<file path="config.mk">
export PLATFORM = sky130hd
export DESIGN_NAME = servo_jog_park_sequencer_core_flat
export DESIGN_NICKNAME = d
export VERILOG_FILES = /design/src/sjps_pkg.sv /design/src/sjps_if.sv /design/src/sjps_front.sv /design/src/sjps_queue.sv /design/src/sjps_back.sv /design/src/servo_jog_park_sequencer_core.sv /design/src/flat_wrapper.sv
export SDC_FILE = /design/constraint.sdc
export NUM_CORES = 1
export LEC_CHECK = 0
export BUFFER_PORTS_ARGS = -buffer_cell sky130_fd_sc_hd__buf_2
export CAP_MARGIN = 20
export CELL_PAD_IN_SITES_DETAIL_PLACEMENT = 0
export CELL_PAD_IN_SITES_GLOBAL_PLACEMENT = 1
export CORE_MARGIN = 2
export CORE_UTILIZATION = 45
export CTS_CLUSTER_SIZE = 30
export DETAILED_ROUTE_END_ITERATION = 10
export PLACE_DENSITY = 0.8
export SLEW_MARGIN = 40
export SYNTH_ARGS = -nofsm -noshare
export SYNTH_HDL_FRONTEND = slang
export SYNTH_SLANG_ARGS = --single-unit
export TNS_END_PERCENT = 30
</file>
<file path="constraint.sdc">
create_clock -name i_clk -period 13.7 [get_ports i_clk]
set_input_delay 2.055 -clock i_clk [delete_from_list [all_inputs] [get_ports i_clk]]
set_output_delay 2.055 -clock i_clk [all_outputs]
set_load 0.1 [all_outputs]
</file>
<file path="src/sjps_pkg.sv">
// ----------------------------------------------------------------------------
// sjps_pkg
// shared types and constants of the servo jog/park sequencer
// ----------------------------------------------------------------------------
package sjps_pkg;

    localparam int ANGLE_WIDTH_DEF = 16;
    localparam int NUM_JOINTS      = 4;
    localparam int JOINT_IDX_W     = 2;
    localparam int OUT_ANGLE_W     = 16;

    localparam int QUEUE_DEPTH     = 2;
    localparam int QUEUE_PTR_W     = 1;
    localparam int QUEUE_CNT_W     = 2;

    // park pass thresholds and targets
    localparam int PARK_SKIP_J1    = 55;
    localparam int PARK_J3_TARGET  = -40;
    localparam int PARK_J1_TARGET  = 30;
    localparam int PARK_J2_OFFSET  = 30;
    localparam int PARK_J2_J1_MIN  = 20;
    localparam int PARK_J3_J1_MIN  = 50;

    localparam logic [JOINT_IDX_W-1:0] JOINT_BASE = 2'd0;
    localparam logic [JOINT_IDX_W-1:0] JOINT_ONE  = 2'd1;
    localparam logic [JOINT_IDX_W-1:0] JOINT_TWO  = 2'd2;
    localparam logic [JOINT_IDX_W-1:0] JOINT_WRST = 2'd3;

    typedef enum logic [1:0] {
        JOG_NONE,
        JOG_UP,
        JOG_DOWN
    } t_jog;

    typedef struct packed {
        logic                        park;
        t_jog [NUM_JOINTS-1:0]       jog;
        logic                        has_jog;
        logic [JOINT_IDX_W-1:0]      last_jog;
    } t_tick_cmd;

    typedef enum logic [1:0] {
        BK_IDLE,
        BK_PARK,
        BK_JOG
    } t_back_state;

endpackage

</file>
<file path="src/sjps_if.sv">
// ----------------------------------------------------------------------------
// sjps_if
// valid/ready channels for key ticks and joint commands
// ----------------------------------------------------------------------------
interface sjps_tick_if;
    logic valid;
    logic ready;
    logic park_request;
    logic base_up;
    logic base_down;
    logic joint1_up;
    logic joint1_down;
    logic joint2_up;
    logic joint2_down;
    logic joint3_up;
    logic joint3_down;

    modport source (
        output valid, park_request, base_up, base_down, joint1_up, joint1_down,
               joint2_up, joint2_down, joint3_up, joint3_down,
        input  ready
    );
    modport sink (
        input  valid, park_request, base_up, base_down, joint1_up, joint1_down,
               joint2_up, joint2_down, joint3_up, joint3_down,
        output ready
    );
endinterface

interface sjps_cmd_if;
    logic                                   valid;
    logic                                   ready;
    logic [sjps_pkg::JOINT_IDX_W-1:0]       joint_index;
    logic signed [sjps_pkg::OUT_ANGLE_W-1:0] joint_angle;
    logic                                   last;

    modport source (output valid, joint_index, joint_angle, last, input ready);
    modport sink (input valid, joint_index, joint_angle, last, output ready);
endinterface

</file>
<file path="src/sjps_front.sv">
// ----------------------------------------------------------------------------
// sjps_front
// accepts key ticks and turns them into per-joint jog codes
// ----------------------------------------------------------------------------
module sjps_front (
    sjps_tick_if.sink               i_tick,
    output logic                    o_push_valid,
    output sjps_pkg::t_tick_cmd     o_push_data,
    input  logic                    i_push_ready
);
    import sjps_pkg::*;

    logic [NUM_JOINTS-1:0] s_up;
    logic [NUM_JOINTS-1:0] s_down;
    t_tick_cmd             s_cmd;

    assign s_up   = {i_tick.joint3_up, i_tick.joint2_up, i_tick.joint1_up, i_tick.base_up};
    assign s_down = {i_tick.joint3_down, i_tick.joint2_down, i_tick.joint1_down,
                     i_tick.base_down};

    always_comb begin
        s_cmd          = '0;
        s_cmd.park     = i_tick.park_request;
        s_cmd.has_jog  = 1'b0;
        s_cmd.last_jog = JOINT_BASE;
        for (int j = 0; j < NUM_JOINTS; j++) begin
            if (s_up[j]) begin
                s_cmd.jog[j] = JOG_UP;
            end else if (s_down[j]) begin
                s_cmd.jog[j] = JOG_DOWN;
            end else begin
                s_cmd.jog[j] = JOG_NONE;
            end
            // highest jogging joint carries the last flag
            if (s_up[j] || s_down[j]) begin
                s_cmd.has_jog  = 1'b1;
                s_cmd.last_jog = JOINT_IDX_W'(j);
            end
        end
    end

    assign o_push_valid = i_tick.valid;
    assign o_push_data  = s_cmd;
    assign i_tick.ready = i_push_ready;

endmodule

</file>
<file path="src/sjps_queue.sv">
// ----------------------------------------------------------------------------
// sjps_queue
// short fifo of decoded ticks between front and back
// ----------------------------------------------------------------------------
module sjps_queue (
    input  logic                    i_clk,
    input  logic                    i_rst_n,
    input  logic                    i_push_valid,
    input  sjps_pkg::t_tick_cmd     i_push_data,
    output logic                    o_push_ready,
    output logic                    o_pop_valid,
    output sjps_pkg::t_tick_cmd     o_pop_data,
    input  logic                    i_pop_ready
);
    import sjps_pkg::*;

    t_tick_cmd               r_mem [QUEUE_DEPTH];
    logic [QUEUE_PTR_W-1:0]  r_wr_ptr;
    logic [QUEUE_PTR_W-1:0]  r_rd_ptr;
    logic [QUEUE_CNT_W-1:0]  r_count;
    logic                    s_push;
    logic                    s_pop;

    assign o_push_ready = (r_count != QUEUE_CNT_W'(QUEUE_DEPTH));
    assign o_pop_valid  = (r_count != '0);
    assign o_pop_data   = r_mem[r_rd_ptr];
    assign s_push       = i_push_valid && o_push_ready;
    assign s_pop        = o_pop_valid && i_pop_ready;

    always_ff @(posedge i_clk) begin
        if (s_push) begin
            r_mem[r_wr_ptr] <= i_push_data;
        end
    end

    always_ff @(posedge i_clk) begin
        if (!i_rst_n) begin
            r_wr_ptr <= '0;
            r_rd_ptr <= '0;
            r_count  <= '0;
        end else begin
            if (s_push) begin
                r_wr_ptr <= r_wr_ptr + QUEUE_PTR_W'(1);
            end
            if (s_pop) begin
                r_rd_ptr <= r_rd_ptr + QUEUE_PTR_W'(1);
            end
            if (s_push && !s_pop) begin
                r_count <= r_count + QUEUE_CNT_W'(1);
            end else if (s_pop && !s_push) begin
                r_count <= r_count - QUEUE_CNT_W'(1);
            end
        end
    end

    a_count_bound: assert property (@(posedge i_clk) disable iff (!i_rst_n)
        r_count <= QUEUE_CNT_W'(QUEUE_DEPTH))
        else $error("queue count beyond depth");

    a_pop_nonempty: assert property (@(posedge i_clk) disable iff (!i_rst_n)
        (r_count == '0 && !i_push_valid) |=> (r_count == '0))
        else $error("queue filled without a push");

endmodule

</file>
<file path="src/sjps_back.sv">
// ----------------------------------------------------------------------------
// sjps_back
// joint angle store; runs the park and jog passes, when the output is not stalled, one joint per cycle
// ----------------------------------------------------------------------------
module sjps_back #(
    parameter int ANGLE_WIDTH = sjps_pkg::ANGLE_WIDTH_DEF
) (
    input  logic                    i_clk,
    input  logic                    i_rst_n,
    input  logic                    i_pop_valid,
    input  sjps_pkg::t_tick_cmd     i_pop_data,
    output logic                    o_pop_ready,
    sjps_cmd_if.source              o_cmd
);
    import sjps_pkg::*;

    localparam int AW = ANGLE_WIDTH;
    localparam logic signed [AW:0] C_SKIP_J1 = (AW+1)'(PARK_SKIP_J1);
    localparam logic signed [AW:0] C_J3_TGT  = (AW+1)'(PARK_J3_TARGET);
    localparam logic signed [AW:0] C_J1_TGT  = (AW+1)'(PARK_J1_TARGET);
    localparam logic signed [AW:0] C_J2_OFS  = (AW+1)'(PARK_J2_OFFSET);
    localparam logic signed [AW:0] C_J2_MIN  = (AW+1)'(PARK_J2_J1_MIN);
    localparam logic signed [AW:0] C_J3_MIN  = (AW+1)'(PARK_J3_J1_MIN);
    localparam logic signed [AW:0] C_ONE     = (AW+1)'(1);
    localparam logic signed [AW:0] C_MONE    = -(AW+1)'(1);

    t_back_state              r_state;
    t_back_state              n_state;
    logic [JOINT_IDX_W-1:0]   r_slot;
    logic [JOINT_IDX_W-1:0]   n_slot;
    t_tick_cmd                r_cmd;
    logic [AW-1:0]            r_ang [NUM_JOINTS];

    logic                     r_out_valid;
    logic [JOINT_IDX_W-1:0]   r_out_idx;
    logic [OUT_ANGLE_W-1:0]   r_out_angle;
    logic                     r_out_last;

    logic signed [AW:0]       w_a0;
    logic signed [AW:0]       w_a1;
    logic signed [AW:0]       w_a3;
    logic signed [AW:0]       w_cur;
    logic signed [AW:0]       w_tgt;
    logic signed [AW:0]       w_step;
    logic [AW-1:0]            s_cur;
    logic [AW-1:0]            s_park_new;
    logic                     s_skip;

    logic                     s_emit;
    logic [AW-1:0]            s_new;
    logic                     s_last;
    logic                     s_out_free;
    logic                     s_advance;
    logic                     s_pop;
    logic                     s_load;
    logic [AW+OUT_ANGLE_W-1:0] s_ext;

    // park step datapath
    assign s_cur = r_ang[r_slot];
    assign w_a0  = $signed({r_ang[0][AW-1], r_ang[0]});
    assign w_a1  = $signed({r_ang[1][AW-1], r_ang[1]});
    assign w_a3  = $signed({r_ang[3][AW-1], r_ang[3]});
    assign w_cur = $signed({s_cur[AW-1], s_cur});

    always_comb begin
        w_tgt = '0;
        unique case (r_slot)
            JOINT_BASE: w_tgt = (w_a0 != '0 && w_a1 != C_J1_TGT) ? w_a0 : '0;
            JOINT_ONE:  w_tgt = (w_a0 != '0) ? C_J1_TGT : '0;
            JOINT_TWO:  w_tgt = (w_a0 != '0 || w_a1 > C_J2_MIN) ? (w_a1 + C_J2_OFS) : '0;
            JOINT_WRST: w_tgt = (w_a1 > C_J3_MIN) ? C_J3_TGT : '0;
            default:    w_tgt = '0;
        endcase
    end

    always_comb begin
        if (w_cur < w_tgt) begin
            w_step = C_ONE;
        end else if (w_cur > w_tgt) begin
            w_step = C_MONE;
        end else begin
            w_step = '0;
        end
        // base and wrist move two at a time away from plus or minus one
        if ((r_slot == JOINT_BASE || r_slot == JOINT_WRST) &&
            w_cur != C_ONE && w_cur != C_MONE) begin
            w_step = w_step <<< 1;
        end
    end

    assign s_park_new = s_cur + w_step[AW-1:0];
    assign s_skip     = (w_a1 > C_SKIP_J1) && (w_a3 != C_J3_TGT) && (r_slot != JOINT_WRST);
    assign s_out_free = !r_out_valid || o_cmd.ready;

    // step outputs
    always_comb begin
        s_emit    = 1'b0;
        s_new     = s_cur;
        s_last    = 1'b0;
        s_advance = 1'b0;
        s_pop     = 1'b0;
        unique case (r_state)
            BK_IDLE: begin
                s_pop = 1'b1;
            end
            BK_PARK: begin
                s_emit    = !s_skip;
                s_new     = s_park_new;
                s_last    = (r_slot == JOINT_WRST) && !r_cmd.has_jog;
                s_advance = s_skip || s_out_free;
            end
            BK_JOG: begin
                case (r_cmd.jog[r_slot])
                    JOG_UP: begin
                        s_emit = 1'b1;
                        s_new  = s_cur + AW'(1);
                    end
                    JOG_DOWN: begin
                        s_emit = 1'b1;
                        s_new  = s_cur - AW'(1);
                    end
                    default: begin
                        s_emit = 1'b0;
                    end
                endcase
                s_last    = (r_slot == r_cmd.last_jog);
                s_advance = !s_emit || s_out_free;
                s_pop     = s_advance && (r_slot == JOINT_WRST);
            end
            default: begin
                s_pop = 1'b0;
            end
        endcase
    end

    assign o_pop_ready = s_pop;
    assign s_load      = s_emit && s_out_free;
    assign s_ext       = {{OUT_ANGLE_W{1'b0}}, s_new};

    // next state
    always_comb begin
        n_state = r_state;
        n_slot  = r_slot;
        unique case (r_state)
            BK_IDLE: begin
                if (i_pop_valid) begin
                    n_state = i_pop_data.park ? BK_PARK : BK_JOG;
                    n_slot  = JOINT_BASE;
                end
            end
            BK_PARK: begin
                if (s_advance) begin
                    n_slot = r_slot + JOINT_IDX_W'(1);
                    if (r_slot == JOINT_WRST) begin
                        n_state = BK_JOG;
                    end
                end
            end
            BK_JOG: begin
                if (s_advance) begin
                    n_slot = r_slot + JOINT_IDX_W'(1);
                    if (r_slot == JOINT_WRST) begin
                        if (i_pop_valid) begin
                            n_state = i_pop_data.park ? BK_PARK : BK_JOG;
                        end else begin
                            n_state = BK_IDLE;
                        end
                    end
                end
            end
            default: begin
                n_state = BK_IDLE;
                n_slot  = JOINT_BASE;
            end
        endcase
    end

    always_ff @(posedge i_clk) begin
        if (!i_rst_n) begin
            r_state     <= BK_IDLE;
            r_slot      <= JOINT_BASE;
            r_out_valid <= 1'b0;
            for (int j = 0; j < NUM_JOINTS; j++) begin
                r_ang[j] <= '0;
            end
        end else begin
            r_state <= n_state;
            r_slot  <= n_slot;
            if (s_out_free) begin
                r_out_valid <= s_emit;
            end
            if (s_load) begin
                r_ang[r_slot] <= s_new;
            end
        end
    end

    always_ff @(posedge i_clk) begin
        if (s_pop && i_pop_valid) begin
            r_cmd <= i_pop_data;
        end
        if (s_load) begin
            r_out_idx   <= r_slot;
            r_out_angle <= s_ext[OUT_ANGLE_W-1:0];
            r_out_last  <= s_last;
        end
    end

    assign o_cmd.valid       = r_out_valid;
    assign o_cmd.joint_index = r_out_idx;
    assign o_cmd.joint_angle = r_out_angle;
    assign o_cmd.last        = r_out_last;

    a_park_needs_request: assert property (@(posedge i_clk) disable iff (!i_rst_n)
        (r_state == BK_PARK) |-> r_cmd.park)
        else $error("park pass without park request");

    a_idle_waits: assert property (@(posedge i_clk) disable iff (!i_rst_n)
        (r_state == BK_IDLE && !i_pop_valid) |=> (r_state == BK_IDLE))
        else $error("back left idle without an item");

    a_reset_clean: assert property (@(posedge i_clk)
        $past(!i_rst_n) |-> (r_state == BK_IDLE && !r_out_valid))
        else $error("back not clean after reset");

    a_park_last_wrist: assert property (@(posedge i_clk) disable iff (!i_rst_n)
        (r_state == BK_PARK && s_load && s_last) |-> (r_slot == JOINT_WRST))
        else $error("last flag before the wrist in park pass");

endmodule

</file>
<file path="src/servo_jog_park_sequencer_core.sv">
// ----------------------------------------------------------------------------
// servo_jog_park_sequencer_core
// four-joint jog and park sequencer: key ticks in, joint commands out
// ----------------------------------------------------------------------------
// an idle block shows the first command of a tick once it has passed the queue, the back
// state register and the output register; joints ahead of it that emit nothing take a turn
// the back sequencer walks all four joints, first in a park pass when park is held,
// then in a jog pass, one joint per cycle unless the output stalls an emitting joint
// a two-tick queue lets new ticks in while the back is busy
// reset: synchronous active low; all joint angles zero, queue and output empty
module servo_jog_park_sequencer_core #(
    parameter int ANGLE_WIDTH = sjps_pkg::ANGLE_WIDTH_DEF
) (
    input  logic        i_clk,
    input  logic        i_rst_n,
    sjps_tick_if.sink   i_tick,
    sjps_cmd_if.source  o_cmd
);
    import sjps_pkg::*;

    logic       s_push_valid;
    logic       s_push_ready;
    t_tick_cmd  s_push_data;
    logic       s_pop_valid;
    logic       s_pop_ready;
    t_tick_cmd  s_pop_data;

    sjps_front u_front (
        .i_tick       (i_tick),
        .o_push_valid (s_push_valid),
        .o_push_data  (s_push_data),
        .i_push_ready (s_push_ready)
    );

    sjps_queue u_queue (
        .i_clk        (i_clk),
        .i_rst_n      (i_rst_n),
        .i_push_valid (s_push_valid),
        .i_push_data  (s_push_data),
        .o_push_ready (s_push_ready),
        .o_pop_valid  (s_pop_valid),
        .o_pop_data   (s_pop_data),
        .i_pop_ready  (s_pop_ready)
    );

    sjps_back #(
        .ANGLE_WIDTH (ANGLE_WIDTH)
    ) u_back (
        .i_clk       (i_clk),
        .i_rst_n     (i_rst_n),
        .i_pop_valid (s_pop_valid),
        .i_pop_data  (s_pop_data),
        .o_pop_ready (s_pop_ready),
        .o_cmd       (o_cmd)
    );

endmodule

</file>
<file path="src/flat_wrapper.sv">
// flat-port wrapper written by rule: the top's interface ports become plain ports
module servo_jog_park_sequencer_core_flat import sjps_pkg::*;
#(
    parameter int ANGLE_WIDTH = sjps_pkg::ANGLE_WIDTH_DEF
)
  (i_clk, i_rst_n, i_tick_valid, i_tick_park_request, i_tick_base_up, i_tick_base_down, i_tick_joint1_up, i_tick_joint1_down, i_tick_joint2_up, i_tick_joint2_down, i_tick_joint3_up, i_tick_joint3_down, i_tick_ready, o_cmd_valid, o_cmd_joint_index, o_cmd_joint_angle, o_cmd_last, o_cmd_ready);
  sjps_tick_if i_tick_i ();
  sjps_cmd_if o_cmd_i ();
  input  logic i_clk;
  input  logic i_rst_n;
  input wire logic [$bits(i_tick_i.valid)-1:0] i_tick_valid;
  input wire logic [$bits(i_tick_i.park_request)-1:0] i_tick_park_request;
  input wire logic [$bits(i_tick_i.base_up)-1:0] i_tick_base_up;
  input wire logic [$bits(i_tick_i.base_down)-1:0] i_tick_base_down;
  input wire logic [$bits(i_tick_i.joint1_up)-1:0] i_tick_joint1_up;
  input wire logic [$bits(i_tick_i.joint1_down)-1:0] i_tick_joint1_down;
  input wire logic [$bits(i_tick_i.joint2_up)-1:0] i_tick_joint2_up;
  input wire logic [$bits(i_tick_i.joint2_down)-1:0] i_tick_joint2_down;
  input wire logic [$bits(i_tick_i.joint3_up)-1:0] i_tick_joint3_up;
  input wire logic [$bits(i_tick_i.joint3_down)-1:0] i_tick_joint3_down;
  output wire logic [$bits(i_tick_i.ready)-1:0] i_tick_ready;
  output wire logic [$bits(o_cmd_i.valid)-1:0] o_cmd_valid;
  output wire logic [$bits(o_cmd_i.joint_index)-1:0] o_cmd_joint_index;
  output wire logic [$bits(o_cmd_i.joint_angle)-1:0] o_cmd_joint_angle;
  output wire logic [$bits(o_cmd_i.last)-1:0] o_cmd_last;
  input wire logic [$bits(o_cmd_i.ready)-1:0] o_cmd_ready;
  assign i_tick_i.valid = i_tick_valid;
  assign i_tick_i.park_request = i_tick_park_request;
  assign i_tick_i.base_up = i_tick_base_up;
  assign i_tick_i.base_down = i_tick_base_down;
  assign i_tick_i.joint1_up = i_tick_joint1_up;
  assign i_tick_i.joint1_down = i_tick_joint1_down;
  assign i_tick_i.joint2_up = i_tick_joint2_up;
  assign i_tick_i.joint2_down = i_tick_joint2_down;
  assign i_tick_i.joint3_up = i_tick_joint3_up;
  assign i_tick_i.joint3_down = i_tick_joint3_down;
  assign i_tick_ready = i_tick_i.ready;
  assign o_cmd_valid = o_cmd_i.valid;
  assign o_cmd_joint_index = o_cmd_i.joint_index;
  assign o_cmd_joint_angle = o_cmd_i.joint_angle;
  assign o_cmd_last = o_cmd_i.last;
  assign o_cmd_i.ready = o_cmd_ready;
  servo_jog_park_sequencer_core #(.ANGLE_WIDTH(ANGLE_WIDTH)) u_core (.i_clk(i_clk), .i_rst_n(i_rst_n), .i_tick(i_tick_i), .o_cmd(o_cmd_i));
endmodule
</file>
* Yosys cells after proc, flatten, opt, wreduce, memory -nomap -nowiden
Memory sizes are Yosys's and may differ from the RTL's. A register that Yosys moved wholly into a read port is not among the register bits.
Cells that the tools add are included.
** Storage, ports and cells
- Register bits after elaboration :: 39
- Latch bits :: 0
- RAM bits :: 88
- Bits in read-only memories :: 0
- Input bits :: 13
- Output and inout port bits :: 21
- Word-level logic and storage cells :: 145
- Memories kept :: 2
** Cells by class
- $add $sub $neg :: 9
- Multiply operators :: 0
- Divide/modulo/power cells :: 0
- Magnitude comparators :: 6
- Equal/unequal tests :: 20
- Shift-type cells :: 0
- Multiplexer cells :: 56
- Bitwise gates (word level) :: 0
- Reductions and logical operators :: 37
** Memory list
- u_core.u_back.r_ang :: depth 4, width 16, rd ports 4, clocked after Yosys merged registers in 1, wr ports 4, line sjps_back.sv:32 : logic [AW-1:0] r_ang [NUM_JOINTS];
- u_core.u_queue.r_mem :: depth 2, width 12, rd ports 1, clocked after Yosys merged registers in 1, wr ports 1, line sjps_queue.sv:17 : t_tick_cmd r_mem [QUEUE_DEPTH];
** Operator list (number)
- $pmux W17 S4 :: 1
- $mux W16 :: 4
- $pmux W16 S2 :: 2
- $mux W17 :: 3
- $mux W2 :: 23
- $gt A16 B7 Y1 const B :: 2
- $add A16 B6 Y17 const B :: 1
- $gt A16 B17 Y1 :: 1
- $lt A16 B17 Y1 :: 1
- $reduce_bool A17 Y1 :: 1
- $add A16 B1 Y16 const B :: 1
- $add A16 B16 Y16 :: 1
- $gt A16 B6 Y1 const B :: 1
- $ne A16 B1 Y1 const B :: 1
- $ne A16 B2 Y1 const B :: 1
- $ne A16 B6 Y1 const B :: 1
- $ne A16 B7 Y1 const B :: 1
- $reduce_or A16 Y1 :: 1
- $sub A16 B1 Y16 const B :: 1
- $logic_and A1 B1 Y1 :: 12
- $mux W3 :: 4
- $ne A2 B2 Y1 const B :: 6
- $mux W1 :: 11
- $logic_or A1 B1 Y1 :: 9
- 19 further kinds :: 38

* Logic depth before layout (Yosys ltp)
- Depth after elaboration :: 14
- Depth in mapped cells :: 28
- Depth with buffers taken out :: 27

* Modules after synthesis
From an unflattened synthesis, not the netlist that was laid out.
** Second synthesis, totals
- Cell total of the unflattened synthesis :: 797
- Area, all modules :: 8290.5 sq um
** Modules (own cells, without submodules)
- sjps_back :: instances 1, cells each 720, area each 7073.0 sq um, sequential area each 2962.8 sq um
- sjps_queue :: instances 1, cells each 61, area each 1103.6 sq um, sequential area each 820.8 sq um
- sjps_front :: instances 1, cells each 16, area each 113.9 sq um, sequential area each 0.0 sq um

* Least setup slack after synthesis
No wires, ideal clock.
- Kind :: register to register
- Start point :: memory u_core.u_back.r_ang[1][8] (netlist name)
- End point :: memory u_core.u_back.r_ang[0][15] (netlist name), data pin
- Setup time :: 0.264 ns
- Arrival time :: 5.307 ns
- Required time :: 13.436 ns
- Slack :: 8.129 ns
- Cell stages (with the launch flop) :: 26
- Path buffers :: 2
- Period minus slack after synthesis :: 5.571 ns
- Path through :: edfxtp_1 > clkbuf_1 > nor4_1 > nand3_1 > nor2_1 > a21oi_1 > o21ai_1 > clkbuf_1 > o21ai_0 > nand2_1 > ha_1 > a211oi_1 > nor2_1 > nor4_1 > nand4bb_1 > nand2_1 > a21o_1 > ha_1 > a211oi_1 > o211ai_1 > a31oi_1 > a31oi_1 > and3_1 > or2_2 > a211oi_2 > nor2_1
** RTL lines (line)
- start: declaration :: sjps_back.sv:32

==> run metrics <==
status=complete, no violations; Hold Buf Count CTS=0; via/cell ratio=6.04; worst skew pair latency=0.42 ns; crit end category=flop; commonest cells after routing, fill and taps aside=edfxtp_1 (118), nor2_1 (99), nand2_1 (88); number of global-route vias before repair=6241; syn avg cell area=10.3 um^2; slowest CP cell=a31oi_1; hold path start=u_core.u_queue.r_count[1]; DP Worst Slack=6.76 ns; critical path required time=13.86 ns; FMAX=143 MHz; Sum Neg Setup Slack=0 ns; Finish-stage setup viols=0; CTS max path bufs=2; core box area=0.0186 mm^2; Layout area overhead=11.1%; initial drt markers=620; Slew Limit Fails=0; synth unique cells=72; # diodes=0; Total Wirelength=22.8 mm; Worst Path Arrival=7.14 ns; Reg-to-Reg Start=u_core.u_back.r_slot[0]; dominant synthesized flop cell=edfxtp_1; 1st-pass router iterations=6; DRT antenna net count=0; RSZ-0062 raised after global routing=false; clock transition at the registers of the reported paths=0.06 ns; CTS root buf=clkbuf_16; drt wl/cell=20.8 um; XOR/XNOR share of the synthesized area=3.84%; Post-CTS Setup Bufs=0; DP Cell Count=1061; post-synthesis simple-gate area fraction=18.3%; antenna violations before repair=0; compound-gate portion of the synthesized area=13.0%; worst-path cell chain=inv_1, ha_1, a31oi_1, nand2_1, o21ai_0, ha_1, a211oi_1, nand2_1, nor4_1, nand4bb_1, nand2_1, a21o_1, ha_1, a211oi_1, o211ai_1, a31oi_1, a31oi_1, and3_1, or2_2, a211oi_2, nor2_1; post-DP HPWL=16.7 mm; share of post-route cells with drive strength above 1=13.9%; fin worst setup slack=6.72 ns; warnings from Yosys=0; Die W=141 um; first-pass GRT wire length=35.1 mm; EDFF count, synth=118; CP max stage delay=0.67 ns; gp weighted congestion=0.918; Worst setup SP type=flop; CTS buffer count=17; Die H=141 um; via count=6605; sequential share of the synthesized area=44.8%; fin crit share=50.9%; clk sinks=130; Syn Nets=893; Cell Rows=50; Netlist Area Pre-Place=0.00844 mm^2; CTS tree=built; Worst slew margin=44.8%; Finished Layout Cells=1093; main combinational cell family by area after synthesis=simple AND/OR/NAND/NOR gates; H-Tree Depth=4; PostCTS Resize Cnt=0; final hold viol count=0; most common cell after layout, fill and taps aside=edfxtp_1; min cycle time layout=6.98 ns; Hold Crit Class=reg -> reg; Initial Util=45.4%; MaxCap Viol Count=0; dpl cell area=0.00879 mm^2; Ports=34; Worst-Margin Slew=0.826 ns; nets=919; largest net degree at the start of global routing=25; skew final=0.00992 ns; post-route cell area=0.00938 mm^2; synthesized-area fraction occupied by adder cells=9.07%; Syn Inst Count=820; Total Routing Usage GR=23.4%; DRC Markers=0; Async S/R FF share, synth=0%; PortBufs=33; synthesized flop and latch total=130; grt ovf=0; full die area=0.0199 mm^2; Setup Crit Path Kind=reg -> reg; Worst setup startpoint=u_core.u_back.r_slot[0]; mux contribution to synthesized area=7.17%; crit-path max FO=21
flip-flops by register name, indices dropped and copies added (netlist names), named ones only:
register and flops:
u_core.u_back.r_ang 64, u_core.u_queue.r_mem 24, u_core.u_back.o_cmd.joint_angle 16, u_core.u_back.r_cmd 11
u_core.u_back.o_cmd.joint_index 2, u_core.u_back.r_slot 2, u_core.u_back.r_state 2, u_core.u_queue.r_count 2
u_core.u_back.o_cmd.last 1, u_core.u_back.o_cmd.valid 1, u_core.u_queue.r_rd_ptr 1, u_core.u_queue.r_wr_ptr 1
Yosys cell counts, types with 15 or more instances:
library cell | instances | share of area (%)
nor2_1 | 101 | 4.5
clkbuf_1 | 22 | 0.98
xor2_1 | 15 | 1.6
nor4_1 | 15 | 1.1
edfxtp_1 | 118 | 42
nand3_1 | 18 | 1.1
nand4_1 | 22 | 1.6
nand2_1 | 88 | 3.9
a21oi_1 | 40 | 2.4
inv_1 | 42 | 1.9
ha_1 | 58 | 8.6
xnor2_1 | 22 | 2.3
o21ai_0 | 42 | 2.5
area by class of cell:
cell class / count / area [um^2]
Clock buffer: 17 / 425
Clock inverter: 15 / 164
Fill cell: 1643 / 9200
Inverter: 42 / 158
Multi-Input combinational cell: 615 / 4350
Sequential cell: 130 / 3790
Tap cell: 234 / 293
Timing Repair Buffer: 40 / 205
layer usage:
metal / routed length [um] / global-route usage (%) / share of wire, %
met5: 0 / 0 / 0
met4: 736 / 9.16 / 3.2
met3: 1540 / 3.46 / 6.8
met2: 10900 / 38.3 / 48
met1: 9570 / 31.5 / 42
cell families (layout without fill, tap and decap cells):
group | Yosys count | in the layout
compound gates | 167 | 167
xor+xnor | 37 | 37
fa+ha+maj | 60 | 60
buf+inv | 75 | 114
flops | 130 | 130
mux | 35 | 35
simple gates | 316 | 316
per-stage QoR:
step	hold WS [ns]	utilization [%]
2_1_floorplan	0.458	-
3_3_place_gp	0.489	47.2
3_5_place_dp	0.499	47.3
4_1_cts	0.510	50.5
5_1_grt	0.528	50.5
6_report	0.504	50.5
worst max-delay path, delay by kind of cell, from the launching register on:
family	cells	cell delay (ns)
compound gates	9	2.79
fa+ha+maj	3	1.09
buf+inv	1	0.26
flops	1	0.59
simple gates	8	1.99
final timing paths:
check | to | slack [ns] | cells after the start
worst max-delay path | u_core.u_back.r_ang[1][15] | 6.72 | 21
worst min-delay path | u_core.u_queue.r_count[1] | 0.50 | 2
worst max register to register | u_core.u_back.r_ang[1][15] | 6.72 | 21
worst min register to register | u_core.u_queue.r_count[1] | 0.50 | 2
Power is left out: the tool's default activity adds up to more than one toggle a clock period on the data nets, which glitch-free logic cannot reach.
